==> config.mk <==
export PLATFORM = sky130hd
export DESIGN_NAME = lzd_parser
export DESIGN_NICKNAME = d
export VERILOG_FILES = /design/src/hdl/lzd_pkg.sv /design/src/hdl/lzd_parser.sv
export SDC_FILE = /design/constraint.sdc
export NUM_CORES = 1
export LEC_CHECK = 0
export ABC_AREA = 0
export BUFFER_PORTS_ARGS = -buffer_cell sky130_fd_sc_hd__buf_2
export CAP_MARGIN = 20
export CORE_MARGIN = 1
export CORE_UTILIZATION = 50
export CTS_CLUSTER_SIZE = 10
export DETAILED_ROUTE_END_ITERATION = 10
export PLACE_DENSITY = 0.83
export SYNTH_ARGS = -nofsm -noshare
export SYNTH_HDL_FRONTEND = slang
export SYNTH_SLANG_ARGS = --single-unit
export TNS_END_PERCENT = 100
==> constraint.sdc <==
create_clock -name clk -period 2.16 [get_ports clk]
set_clock_uncertainty 0.2 [all_clocks]
set_input_delay 0.216 -clock clk [delete_from_list [all_inputs] [get_ports clk]]
set_output_delay 0.216 -clock clk [all_outputs]
set_load 0.05 [all_outputs]
==> src/hdl/lzd_pkg.sv <==
`timescale 1ns / 1ps

package lzd_pkg;

  // Fixed field widths of the compressed format.
  localparam int unsigned BYTE_W     = 8;
  localparam int unsigned DIST_W     = 12;
  localparam int unsigned LEN_CODE_W = 4;
  localparam int unsigned LEN_W      = 5;
  localparam int unsigned ITEMS_W    = 4;

  localparam logic [LEN_W-1:0]   MIN_MATCH   = LEN_W'(3);
  localparam logic [ITEMS_W-1:0] GROUP_ITEMS = ITEMS_W'(8);

  // Kind of work handed from the parser to the copy engine.
  typedef enum logic [1:0] {
    CMD_NONE,
    CMD_LITERAL,
    CMD_COPY
  } cmd_kind_t;

  typedef struct packed {
    logic                  fire;
    cmd_kind_t             kind;
    logic [BYTE_W-1:0]     literal;
    logic [LEN_W-1:0]      len;
    logic [DIST_W-1:0]     dist_m1;
    logic                  block_end;
  } cmd_t;

endpackage

==> src/hdl/lzd_parser.sv <==
`timescale 1ns / 1ps

module lzd_parser (
  input  logic                         clk,
  input  logic                         rst,
  input  logic                         in_fire,
  input  logic [lzd_pkg::BYTE_W-1:0]   in_byte,
  input  logic                         block_end,
  output lzd_pkg::cmd_t                cmd
);
  import lzd_pkg::*;

  logic                 want_flag;
  logic [BYTE_W-1:0]    flag_bits;
  logic [ITEMS_W-1:0]   items_left;
  logic                 want_high;
  logic [BYTE_W-1:0]    code_low;

  logic [ITEMS_W-1:0]   items_dec;
  logic [2*BYTE_W-1:0]  code;

  assign items_dec = items_left - ITEMS_W'(1);
  assign code      = {in_byte, code_low};

  // Decode the current byte according to where the parse stands.
  always_comb begin
    cmd           = '0;
    cmd.fire      = in_fire;
    cmd.kind      = CMD_NONE;
    cmd.literal   = in_byte;
    cmd.len       = MIN_MATCH + LEN_W'(code[2*BYTE_W-1 -: LEN_CODE_W]);
    cmd.dist_m1   = code[DIST_W-1:0];
    cmd.block_end = block_end;
    if (!want_flag) begin
      if (!flag_bits[0]) begin
        cmd.kind = CMD_LITERAL;
      end else if (want_high) begin
        cmd.kind = CMD_COPY;
      end
    end
  end

  // Parse state: flag group, held low code byte.
  always_ff @(posedge clk) begin
    if (rst) begin
      want_flag  <= 1'b1;
      flag_bits  <= '0;
      items_left <= '0;
      want_high  <= 1'b0;
      code_low   <= '0;
    end else if (in_fire) begin
      if (block_end) begin
        want_flag  <= 1'b1;
        flag_bits  <= '0;
        items_left <= '0;
        want_high  <= 1'b0;
        code_low   <= '0;
      end else if (want_flag) begin
        flag_bits  <= in_byte;
        items_left <= GROUP_ITEMS;
        want_flag  <= 1'b0;
      end else if (flag_bits[0] && !want_high) begin
        code_low  <= in_byte;
        want_high <= 1'b1;
      end else begin
        want_high  <= 1'b0;
        code_low   <= '0;
        flag_bits  <= flag_bits >> 1;
        items_left <= items_dec;
        if (items_dec == '0) begin
          want_flag <= 1'b1;
        end
      end
    end
  end

endmodule

# --- Yosys cells after proc, flatten, opt, wreduce, memory -nomap -nowiden ---
# Index checks and enable logic that the tools add are counted.
classes:
  add_sub_neg: 2
  eq_ne: 2
  n_mux: 19
  reduce_logical: 5
op_table:
  columns: ["cell", "count"]
  rows:
  - ["8-bit 2-to-1 mux", 6]
  - ["4-bit 2-to-1 mux", 3]
  - ["1-bit 2-to-1 mux", 7]
  - ["2-bit 2-to-1 mux", 3]
  - ["2-bit by 4-bit adder with 5-bit output (first input constant)", 1]
  - ["4-bit zero test", 1]
  - ["2-bit AND reduction", 2]
  - ["4-bit by 1-bit subtractor with 4-bit output (second input constant)", 1]
  - ["3-bit inequality test (second input constant)", 1]
  - ["2-bit inequality test (second input constant)", 1]
  - ["1-bit logical AND", 1]
  - ["1-bit zero test", 1]
word_totals:
  regBits: 22
  input_bits: 12
  output_inout_bits: 29
  elab_cells: 33

# --- Logic depth before layout (Yosys ltp) ---
# Gate-level depths: netlist of the first run.
logic_depth:
  depth_word: 6
  mapped_depth: 6
  depth_no_buf: 5

# --- Least setup slack after synthesis of the first run ---
# OpenSTA, ideal clock, no wires.
synth_timing:
  path_type: "input -> output"
  from: "input in_byte[4] in the netlist's numbering"
  to: "output cmd[15] in the netlist's numbering"
  arrival_ns: 1.541
  required_time_ns: 1.744
  slack_ns: 0.203
  stages: 3
  path_buffers: 0
  cell_sequence: "inv_1 > ha_1 > xnor2_1"
synth_lines:
  columns: ["item", "line_no", "rtl"]
  rows:
  - ["from (decl)", "lzd_parser.sv:7", "input logic [lzd_pkg::BYTE_W-1:0] in_byte,"]
  - ["to (decl)", "lzd_parser.sv:9", "output lzd_pkg::cmd_t cmd"]

==> results.sh, run 1 <==
export IMPL_grt_pass1_vias=1044
export IMPL_vdd_ir_drop_max_uv=435
export IMPL_tightest_slew_ps=590
export IMPL_placementRows=18
export IMPL_design_area_um2=1450
export IMPL_postSynthAreaPerCell_um2=8.54
export IMPL_drc=0
export IMPL_synthesis_area_um2=1290
export IMPL_fin_crit_ps=1780
export IMPL_crit_path_start_kind="flop"
export IMPL_syn_nets=166
export IMPL_via_per_inst=5.78
export IMPL_slew_headroom_pct=60.6
export IMPL_fin_ws_ps=384
export IMPL_drt_wl_total_mm=2.81
export IMPL_die_w_um=52.8
export IMPL_seqCellArea_um2=440
export IMPL_grt_pass1_wl_mm=4.41
export IMPL_power_frac_comb_pct=27.1
export IMPL_dr_first_iter_drc_count=27
export IMPL_synth_area_leaders="dfxtp_1 (34%), buf_4 (8.7%), a21oi_1 (7.0%)"
export IMPL_synth_ff_type="dfxtp_1"
export IMPL_leakage_nw=0.637
export IMPL_yosys_warnings=0
export IMPL_grt_usage_pct=21.7
export IMPL_cp_end_kind="primary output"
export IMPL_synth_top_area_share_pct=34.1
export IMPL_multiInputGateArea_um2=626
export IMPL_yosysTopAreaCell="dfxtp_1"
export IMPL_synth_seq_area_share_pct=34.1
export IMPL_port_buffers=40
export IMPL_synth_seq_cells=22
export IMPL_p_total_mw=0.895
export IMPL_setup_violations=0
export IMPL_die_h_um=52.8
export IMPL_wl_per_cell_um=13.5
export IMPL_max_cap_violations=0
export IMPL_layout_drive_gt1_share_pct=28.7
export IMPL_crit_type="reg2out"
export IMPL_path_max_fanout=11
export IMPL_dieArea_um2=2790
export IMPL_htreeDepth=1
export IMPL_start_util_pct=52.5
export IMPL_cp_required_ps=1740
export IMPL_core_um2=2450
export IMPL_antenna_found_initial=0
export IMPL_vias=1202
export IMPL_ys_types=35
export IMPL_swShare_pct=33.6
export IMPL_clock_sinks=22
export IMPL_async_flop_share_pct=0
export IMPL_cts_made_buffers=3
export IMPL_hold_violations=0
export IMPL_seq_power_share_pct=48.0
export IMPL_ant_nets=0
export IMPL_fin_cells=208
export IMPL_place_hpwl_mm=1.93
export IMPL_max_clock_path_buffers=2
export IMPL_fmax_mhz=563
export IMPL_rsz0062_at_grt="no"
export IMPL_p_switching_mw=0.300
export IMPL_r2r_slack_ps=380
export IMPL_power_density_nw_per_um2=616
export IMPL_hold_class="in2reg"
export IMPL_synth_edf_count=0
export IMPL_clock_latency_ps=300
export IMPL_nNetsFinal=194
export IMPL_num_antenna_cells=0
export IMPL_tns_ps=0
export IMPL_synth_common_cells="dfxtp_1 (22), a21oi_1 (18), o21ai_0 (18)"
export IMPL_overflow=0
export IMPL_cts_tree="done"
export IMPL_internal_power_mw=0.594
export IMPL_drt_pass1_iter_count=4
export IMPL_cts_root_buf="clkbuf_4"
export IMPL_drv_slew=0
export IMPL_detailed_place_area_um2=1380
export IMPL_grt_max_degree=27
export IMPL_gp_congestion=0.834
export IMPL_area_growth_pct=12.5
export IMPL_fillCellCount=234
export IMPL_yosysMostFrequentCell="dfxtp_1"
export IMPL_clkTransAtPathRegs_ps=120
export IMPL_status="finished clean"
export IMPL_clockPowerShare_pct=24.9
export IMPL_arrival_ps=1360
export IMPL_post_place_ws_ps=429
export IMPL_post_place_cells=200
export IMPL_post_cts_buffers=0
export IMPL_min_period_over_period_pct=82.2
export IMPL_syn_inst=151
export IMPL_io_pins=41
[final timing paths]
kind	from	to	depth (start not counted)
min	in_byte[4]	code_low[4]$_SDFFE_PP0P_	3
max	want_flag$_SDFFE_PP1P_	cmd[27]	3
max reg2reg	want_flag$_SDFFE_PP1P_	code_low[5]$_SDFFE_PP0P_	5
min reg2reg	code_low[4]$_SDFFE_PP0P_	code_low[4]$_SDFFE_PP0P_	2
[cells in the final DEF (no fill, tap or decap), types with 2 or more instances in the layout]
master	n
o31ai_1	2
dlygate4sd3_1	4
or4_1	7
buf_2	40
clkbuf_4	3
nor4_1	2
nor2_1	3
ha_1	3
o21ai_0	18
nor3_1	3
mux2i_1	7
inv_1	9
nor2b_1	2
nand3_1	10
xnor2_1	2
dfxtp_1	22
nand2_1	2
buf_4	5
a21oi_1	18
[routing by layer]
layer | share of wire (%) | GRT usage (%) | routed length [um] | up-vias
li1 | - | - | - | 586
met1 | 45 | 25.2 | 1260 | 587
met2 | 52 | 39.5 | 1450 | 27
met3 | 2.8 | 3.48 | 80 | 2
met4 | 0.53 | 7.89 | 15 | 0
met5 | 0 | 0 | 0 | -
[through the flow]
stage               hold WS, ps  util, %
global placement            257     56.0
floorplan                   161        -
CTS                        6.14     58.7
detailed placement          270     56.0
finish                     12.0     59.1
global route              0.408     59.1
[registers in the layout, indices dropped and copies added (netlist names)]
name	count
items_left	4
want_high	1
flag_bits	8
want_flag	1
code_low	8
[area by class of cell]
class                      count  area share [%]
timing repair buffer          49            19.1
multi-input combinational     94            43.1
tap                           30            2.59
inverter                       9            2.33
sequential                    22            30.3
clock buffer                   4            2.50
[power groups by stage]
| stage | clock (mW) | combinational [mW] | sequential (mW) |
|---|---|---|---|
| after global routing | 0.255 | 0.260 | 0.431 |
| after global placement | 0 | 0.231 | 0.437 |
| after CTS | 0.231 | 0.241 | 0.430 |
| final | 0.223 | 0.242 | 0.430 |
| after floorplan | 0 | 0.199 | 0.437 |
| after detailed placement | 0 | 0.236 | 0.439 |
[worst max-delay path: stages, from the launching register on]
cell and delay (ps):
dfxtp_1 450, buf_4 220, and3b_1 180, buf_2 200
[repair_timing]
item                                   4_1_cts  5_1_grt
hold buffers                                 3        1
gates resized for setup                      0        0
endpoints found under the hold margin        3        1
[cells by family (layout without fill, tap and decap cells)]
family,count (synthesis),in the layout,share of synthesized area (%)
AO/OA/AOI/OAI,46,46,20.5
XOR/XNOR,3,3,2.04
adder cells (fa/ha/maj),3,3,2.91
buffers and inverters,35,62,17.4
flip-flops,22,22,34.1
multiplexers,7,7,5.43
AND/OR/NAND/NOR,35,35,17.7
Note: power is estimated with default switching activity, not from simulation.
==> inputs of run 2 (changes only) <==
- CORE_UTILIZATION: 50 -> 45
- PLACE_DENSITY: 0.83 -> 0.79
- clock period: 2.16 -> 1.6 ns (I/O delays scaled with it)
==> results.sh, run 2 (same netlist as run 1, synthesis figures left out) <==
export IMPL_status="finished with violations"
export IMPL_violations="setup timing"
export IMPL_grt_usage_pct=21.5
export IMPL_tns_ps=-12.3
export IMPL_start_util_pct=47.2
export IMPL_via_per_inst=5.64
export IMPL_path_buf_inv=2
export IMPL_power_density_nw_per_um2=775
export IMPL_cts_made_buffers=3
export IMPL_tightest_slew_ps=495
export IMPL_crit_chain="buf_8, buf_4, mux2i_1, or4_1, a21oi_2"
export IMPL_place_hpwl_mm=2.23
export IMPL_cp_required_ps=1650
export IMPL_arrival_ps=1670
export IMPL_rr_worst_depth=5
export IMPL_area_growth_pct=27.3
export IMPL_max_cap_violations=0
export IMPL_hold_class="in2reg"
export IMPL_wl_per_cell_um=14.7
export IMPL_ant_nets=0
export IMPL_swShare_pct=34.0
export IMPL_critPathTopFamily="simple AND/OR/NAND/NOR gates"
export IMPL_layout_drive_gt1_share_pct=38.7
export IMPL_cp_depth=5
export IMPL_clock_sinks=22
export IMPL_cp_end_kind="flop"
export IMPL_die_h_um=55.5
export IMPL_clock_latency_ps=310
export IMPL_fmax_mhz=620
export IMPL_antenna_found_initial=0
export IMPL_drt_pass1_iter_count=4
export IMPL_crit_path_start_kind="flop"
export IMPL_p_switching_mw=0.433
export IMPL_leakage_nw=0.714
export IMPL_rsz0062_at_grt="yes"
export IMPL_cpMaxStageDelayCell="or4_1"
export IMPL_gp_congestion=0.778
export IMPL_die_w_um=55.5
export IMPL_internal_power_mw=0.840
export IMPL_power_frac_comb_pct=29.8
export IMPL_min_period_over_period_pct=101
export IMPL_seq_power_share_pct=45.7
export IMPL_seqCellArea_um2=452
export IMPL_htreeDepth=1
export IMPL_mostFrequentLayoutCell="buf_2"
export IMPL_fin_crit_ps=1610
export IMPL_grt_max_degree=27
export IMPL_final_cell_mix="buf_2 (38), o21ai_0 (18), dfxtp_1 (17), a21oi_1 (14), buf_4 (11)"
export IMPL_slew_headroom_pct=67.0
export IMPL_num_antenna_cells=0
export IMPL_clkTransAtPathRegs_ps=120
export IMPL_hold_violations=0
export IMPL_design_area_um2=1640
export IMPL_vdd_ir_drop_max_uv=675
export IMPL_grt_pass1_wl_mm=5.36
export IMPL_drv_slew=0
export IMPL_drc=0
export IMPL_placementRows=19
export IMPL_grt_pass1_vias=1190
export IMPL_holdWs_ps=95.9
export IMPL_fin_ws_ps=-12.3
export IMPL_core_um2=2730
export IMPL_clockPowerShare_pct=24.5
export IMPL_detailed_place_area_um2=1450
export IMPL_dieArea_um2=3080
export IMPL_crit_type="reg2reg"
export IMPL_port_buffers=40
export IMPL_cts_tree="done"
export IMPL_drt_wl_total_mm=3.25
export IMPL_cp_slowest_stage_delay_ps=440
export IMPL_top_regs="code_low x8, flag_bits x8, items_left x4"
export IMPL_max_clock_path_buffers=2
export IMPL_postLayoutCoreUtil_pct=60.0
export IMPL_multiInputGateArea_um2=664
export IMPL_nNetsFinal=207
export IMPL_overflow=0
export IMPL_holdPathStages=4
export IMPL_io_pins=41
export IMPL_fillCellCount=245
export IMPL_dr_first_iter_drc_count=20
export IMPL_path_max_fanout=6
export IMPL_cts_root_buf="clkbuf_4"
export IMPL_vias=1253
export IMPL_setup_violations=1
## run 2: stage by stage
| stage | setup slack (ps) | instances | power (mW) |
|---|---|---|---|
| after CTS | 2.66 | 222 | 1.27 |
| after global placement | 85.6 | 207 | 0.921 |
| after floorplan | 48.3 | 151 | 0.863 |
| after detailed placement | 3.18 | 207 | 0.933 |
| final | -12.3 | 222 | 1.27 |
| after global routing | -65.3 | 222 | 1.34 |
## run 2: path summary, 6_finish.rpt
| kind | start | endpoint | slack [ps] |
|---|---|---|---|
| worst max-delay path | want_flag$_SDFFE_PP1P_ | flag_bits[4]$_SDFFE_PP0P_ | -10 |
| worst min-delay path | in_fire | want_high$_SDFFE_PP0P_ | 100 |
| worst max register to register | want_flag$_SDFFE_PP1P_ | flag_bits[4]$_SDFFE_PP0P_ | -10 |
| worst min register to register | code_low[4]$_SDFFE_PP0P_ | code_low[4]$_SDFFE_PP0P_ | 290 |
## run 2: what timing repair did
action / CTS / global route
gates resized for setup: 8 / 11
setup buffers: 2 / 0
setup endpoints to repair: 3 / 9
hold buffers: 9 / 0
hold endpoints to repair: 12 / 0
pin swaps: 0 / 6
## run 2: worst min-delay path: cells and delay by family
family | cells | cell delay (ps)
AOI/OAI and AO/OA | 1 | 50
and+or+nand+nor | 1 | 70
buffers and inverters | 2 | 290
## run 2: cell type report
cell class | instances | share of cell area (%)
timing repair buffer | 62 | 25.4
multi-input combinational | 94 | 40.5
tap | 31 | 2.36
inverter | 9 | 2.06
clock buffer | 4 | 2.21
sequential | 22 | 27.5
## run 2: per-layer routing
metal	track usage, %	vias up	share of wire [%]
met4	7.50	0	1.8
met5	0	-	0
met3	4.68	9	4.9
li1	-	610	-
met2	36.1	35	50
met1	27.2	599	43
## run 2: power by group through the flow
stage / Combinational (mW) / Clock, mW / Sequential [mW]
2_1_floorplan: 0.273 / 0 / 0.590
3_3_place_gp: 0.331 / 0 / 0.590
3_5_place_dp: 0.341 / 0 / 0.592
4_1_cts: 0.369 / 0.323 / 0.581
5_1_grt: 0.402 / 0.350 / 0.585
6_report: 0.380 / 0.312 / 0.581
==> inputs of run 3 (changes only) <==
- HOLD_SLACK_MARGIN: not set -> 0.06
- PLACE_DENSITY: 0.79 -> 0.76
==> results.sh, run 3 (same netlist as run 1, synthesis figures left out) <==
export IMPL_core_um2=2730
export IMPL_hold_class="in2reg"
export IMPL_port_buffers=40
export IMPL_cts_tree="done"
export IMPL_r2r_slack_ps=30
export IMPL_setup_violations=0
export IMPL_gp_congestion=0.735
export IMPL_antenna_found_initial=0
export IMPL_cp_slowest_stage_delay_ps=490
export IMPL_tns_ps=0
export IMPL_drt_wl_total_mm=3.15
export IMPL_status="finished clean"
export IMPL_htreeDepth=1
export IMPL_drt_pass1_iter_count=6
export IMPL_crit_path_start_kind="flop"
export IMPL_postLayoutCoreUtil_pct=58.0
export IMPL_io_pins=41
export IMPL_grt_max_degree=27
export IMPL_cp_end_kind="flop"
export IMPL_leakage_nw=0.691
export IMPL_start_util_pct=47.2
export IMPL_cp_startpoint="flag_bits[0]$_SDFFE_PP0P_"
export IMPL_placementRows=19
export IMPL_dieArea_um2=3080
export IMPL_critPathTopFamily="simple AND/OR/NAND/NOR gates"
export IMPL_grt_pass1_wl_mm=5.07
export IMPL_path_max_fanout=26
export IMPL_nNetsFinal=204
export IMPL_area_growth_pct=23.0
export IMPL_via_per_inst=5.75
export IMPL_cts_made_buffers=3
export IMPL_cp_depth=4
export IMPL_fin_crit_ps=1570
export IMPL_min_period_over_period_pct=98.3
export IMPL_cp_required_ps=1640
export IMPL_cts_root_buf="clkbuf_4"
export IMPL_clock_sinks=22
export IMPL_p_total_mw=1.19
export IMPL_endpoint="flag_bits[5]$_SDFFE_PP0P_"
export IMPL_rsz0062_at_grt="yes"
export IMPL_max_clock_path_buffers=2
export IMPL_crit_chain="nor4b_4, buf_12, or4_4, a21oi_2"
export IMPL_grt_pass1_vias=1127
export IMPL_die_h_um=55.5
export IMPL_r2r_start="flag_bits[0]$_SDFFE_PP0P_"
export IMPL_post_cts_buffers=0
export IMPL_tightest_slew_ps=495
export IMPL_vias=1254
export IMPL_reg2reg_to="flag_bits[5]$_SDFFE_PP0P_"
export IMPL_path_buf_inv=1
export IMPL_fmax_mhz=636
export IMPL_cpMaxStageDelayCell="or4_4"
export IMPL_layout_drive_gt1_share_pct=35.8
export IMPL_drc=0
export IMPL_vdd_ir_drop_max_uv=530
export IMPL_arrival_ps=1610
export IMPL_mostFrequentLayoutCell="buf_2"
export IMPL_top_regs="code_low x8, flag_bits x8, items_left x4"
export IMPL_die_w_um=55.5
export IMPL_grt_usage_pct=20.4
export IMPL_wl_per_cell_um=14.4
export IMPL_place_hpwl_mm=2.15
export IMPL_ant_nets=0
export IMPL_hold_violations=0
export IMPL_final_cell_mix="buf_2 (39), o21ai_0 (18), dfxtp_1 (18), a21oi_1 (16), nand3_1 (10)"
export IMPL_clock_latency_ps=300
export IMPL_clkTransAtPathRegs_ps=110
export IMPL_max_cap_violations=0
export IMPL_drv_slew=0
export IMPL_rr_worst_depth=4
export IMPL_holdWs_ps=61.7
export IMPL_num_antenna_cells=0
export IMPL_slew_headroom_pct=67.0
export IMPL_power_density_nw_per_um2=748
export IMPL_dr_first_iter_drc_count=49
export IMPL_crit_type="reg2reg"
export IMPL_overflow=0
## run 3: how the worst min path moves through the flow
stage               slack, ps                         to  cells after the start                      start
detailed placement        270   code_low[0]$_SDFFE_PP0P_                      2   code_low[0]$_SDFFE_PP0P_
global placement          260  flag_bits[3]$_SDFFE_PP0P_                      2  flag_bits[3]$_SDFFE_PP0P_
global route               80  flag_bits[1]$_SDFFE_PP0P_                      3                  block_end
finish                     60  flag_bits[1]$_SDFFE_PP0P_                      3                  block_end
CTS                        60  flag_bits[1]$_SDFFE_PP0P_                      3                  block_end
floorplan                 100     want_flag$_SDFFE_PP1P_                      1                        rst
## run 3: power by group
group	switching [mW]	internal, mW
sequential	0.0163	0.565
combinational	0.238	0.123
clock	0.157	0.0878
total	0.411	0.775
## run 3: worst register-to-register path, stage by stage (launching register included)
cell and delay, ps:
dfxtp_4 380, nor4b_4 140, buf_12 150, or4_4 490, a21oi_2 150
## run 3: metal layers
| metal | vias up | global-route usage, % | share of wire (%) |
|---|---|---|---|
| met2 | 40 | 36.1 | 51 |
| met3 | 4 | 2.81 | 4.1 |
| li1 | 606 | - | - |
| met4 | 0 | 5.36 | 0.67 |
| met1 | 604 | 25.7 | 44 |
| met5 | - | 0 | 0 |
## run 3: metrics by stage
step / std cells / worst slack [ps] / area (um2)
6_report: 218 / 26.5 / 1590
3_5_place_dp: 207 / 7.16 / 1450
4_1_cts: 218 / 4.11 / 1560
3_3_place_gp: 207 / 97.9 / 1450
5_1_grt: 218 / -3.63 / 1590
2_1_floorplan: 151 / 48.3 / 1300
## run 3: final cells by class
type                    count  area (um2)
fillers                   237        1150
repair buffers             59         385
clock buffers               3        22.5
flip-flops and latches     22         450
inverters                   9        33.8
well taps                  31        38.8
multi-input cells          94         656
## run 3: what timing repair did
action / in CTS / in global routing
gates cloned: 0 / 0
gates resized for setup: 5 / 8
endpoints found under the setup margin: 2 / 6
endpoints found under the hold margin: 9 / 0
hold buffers: 8 / 0
pin swaps: 0 / 3
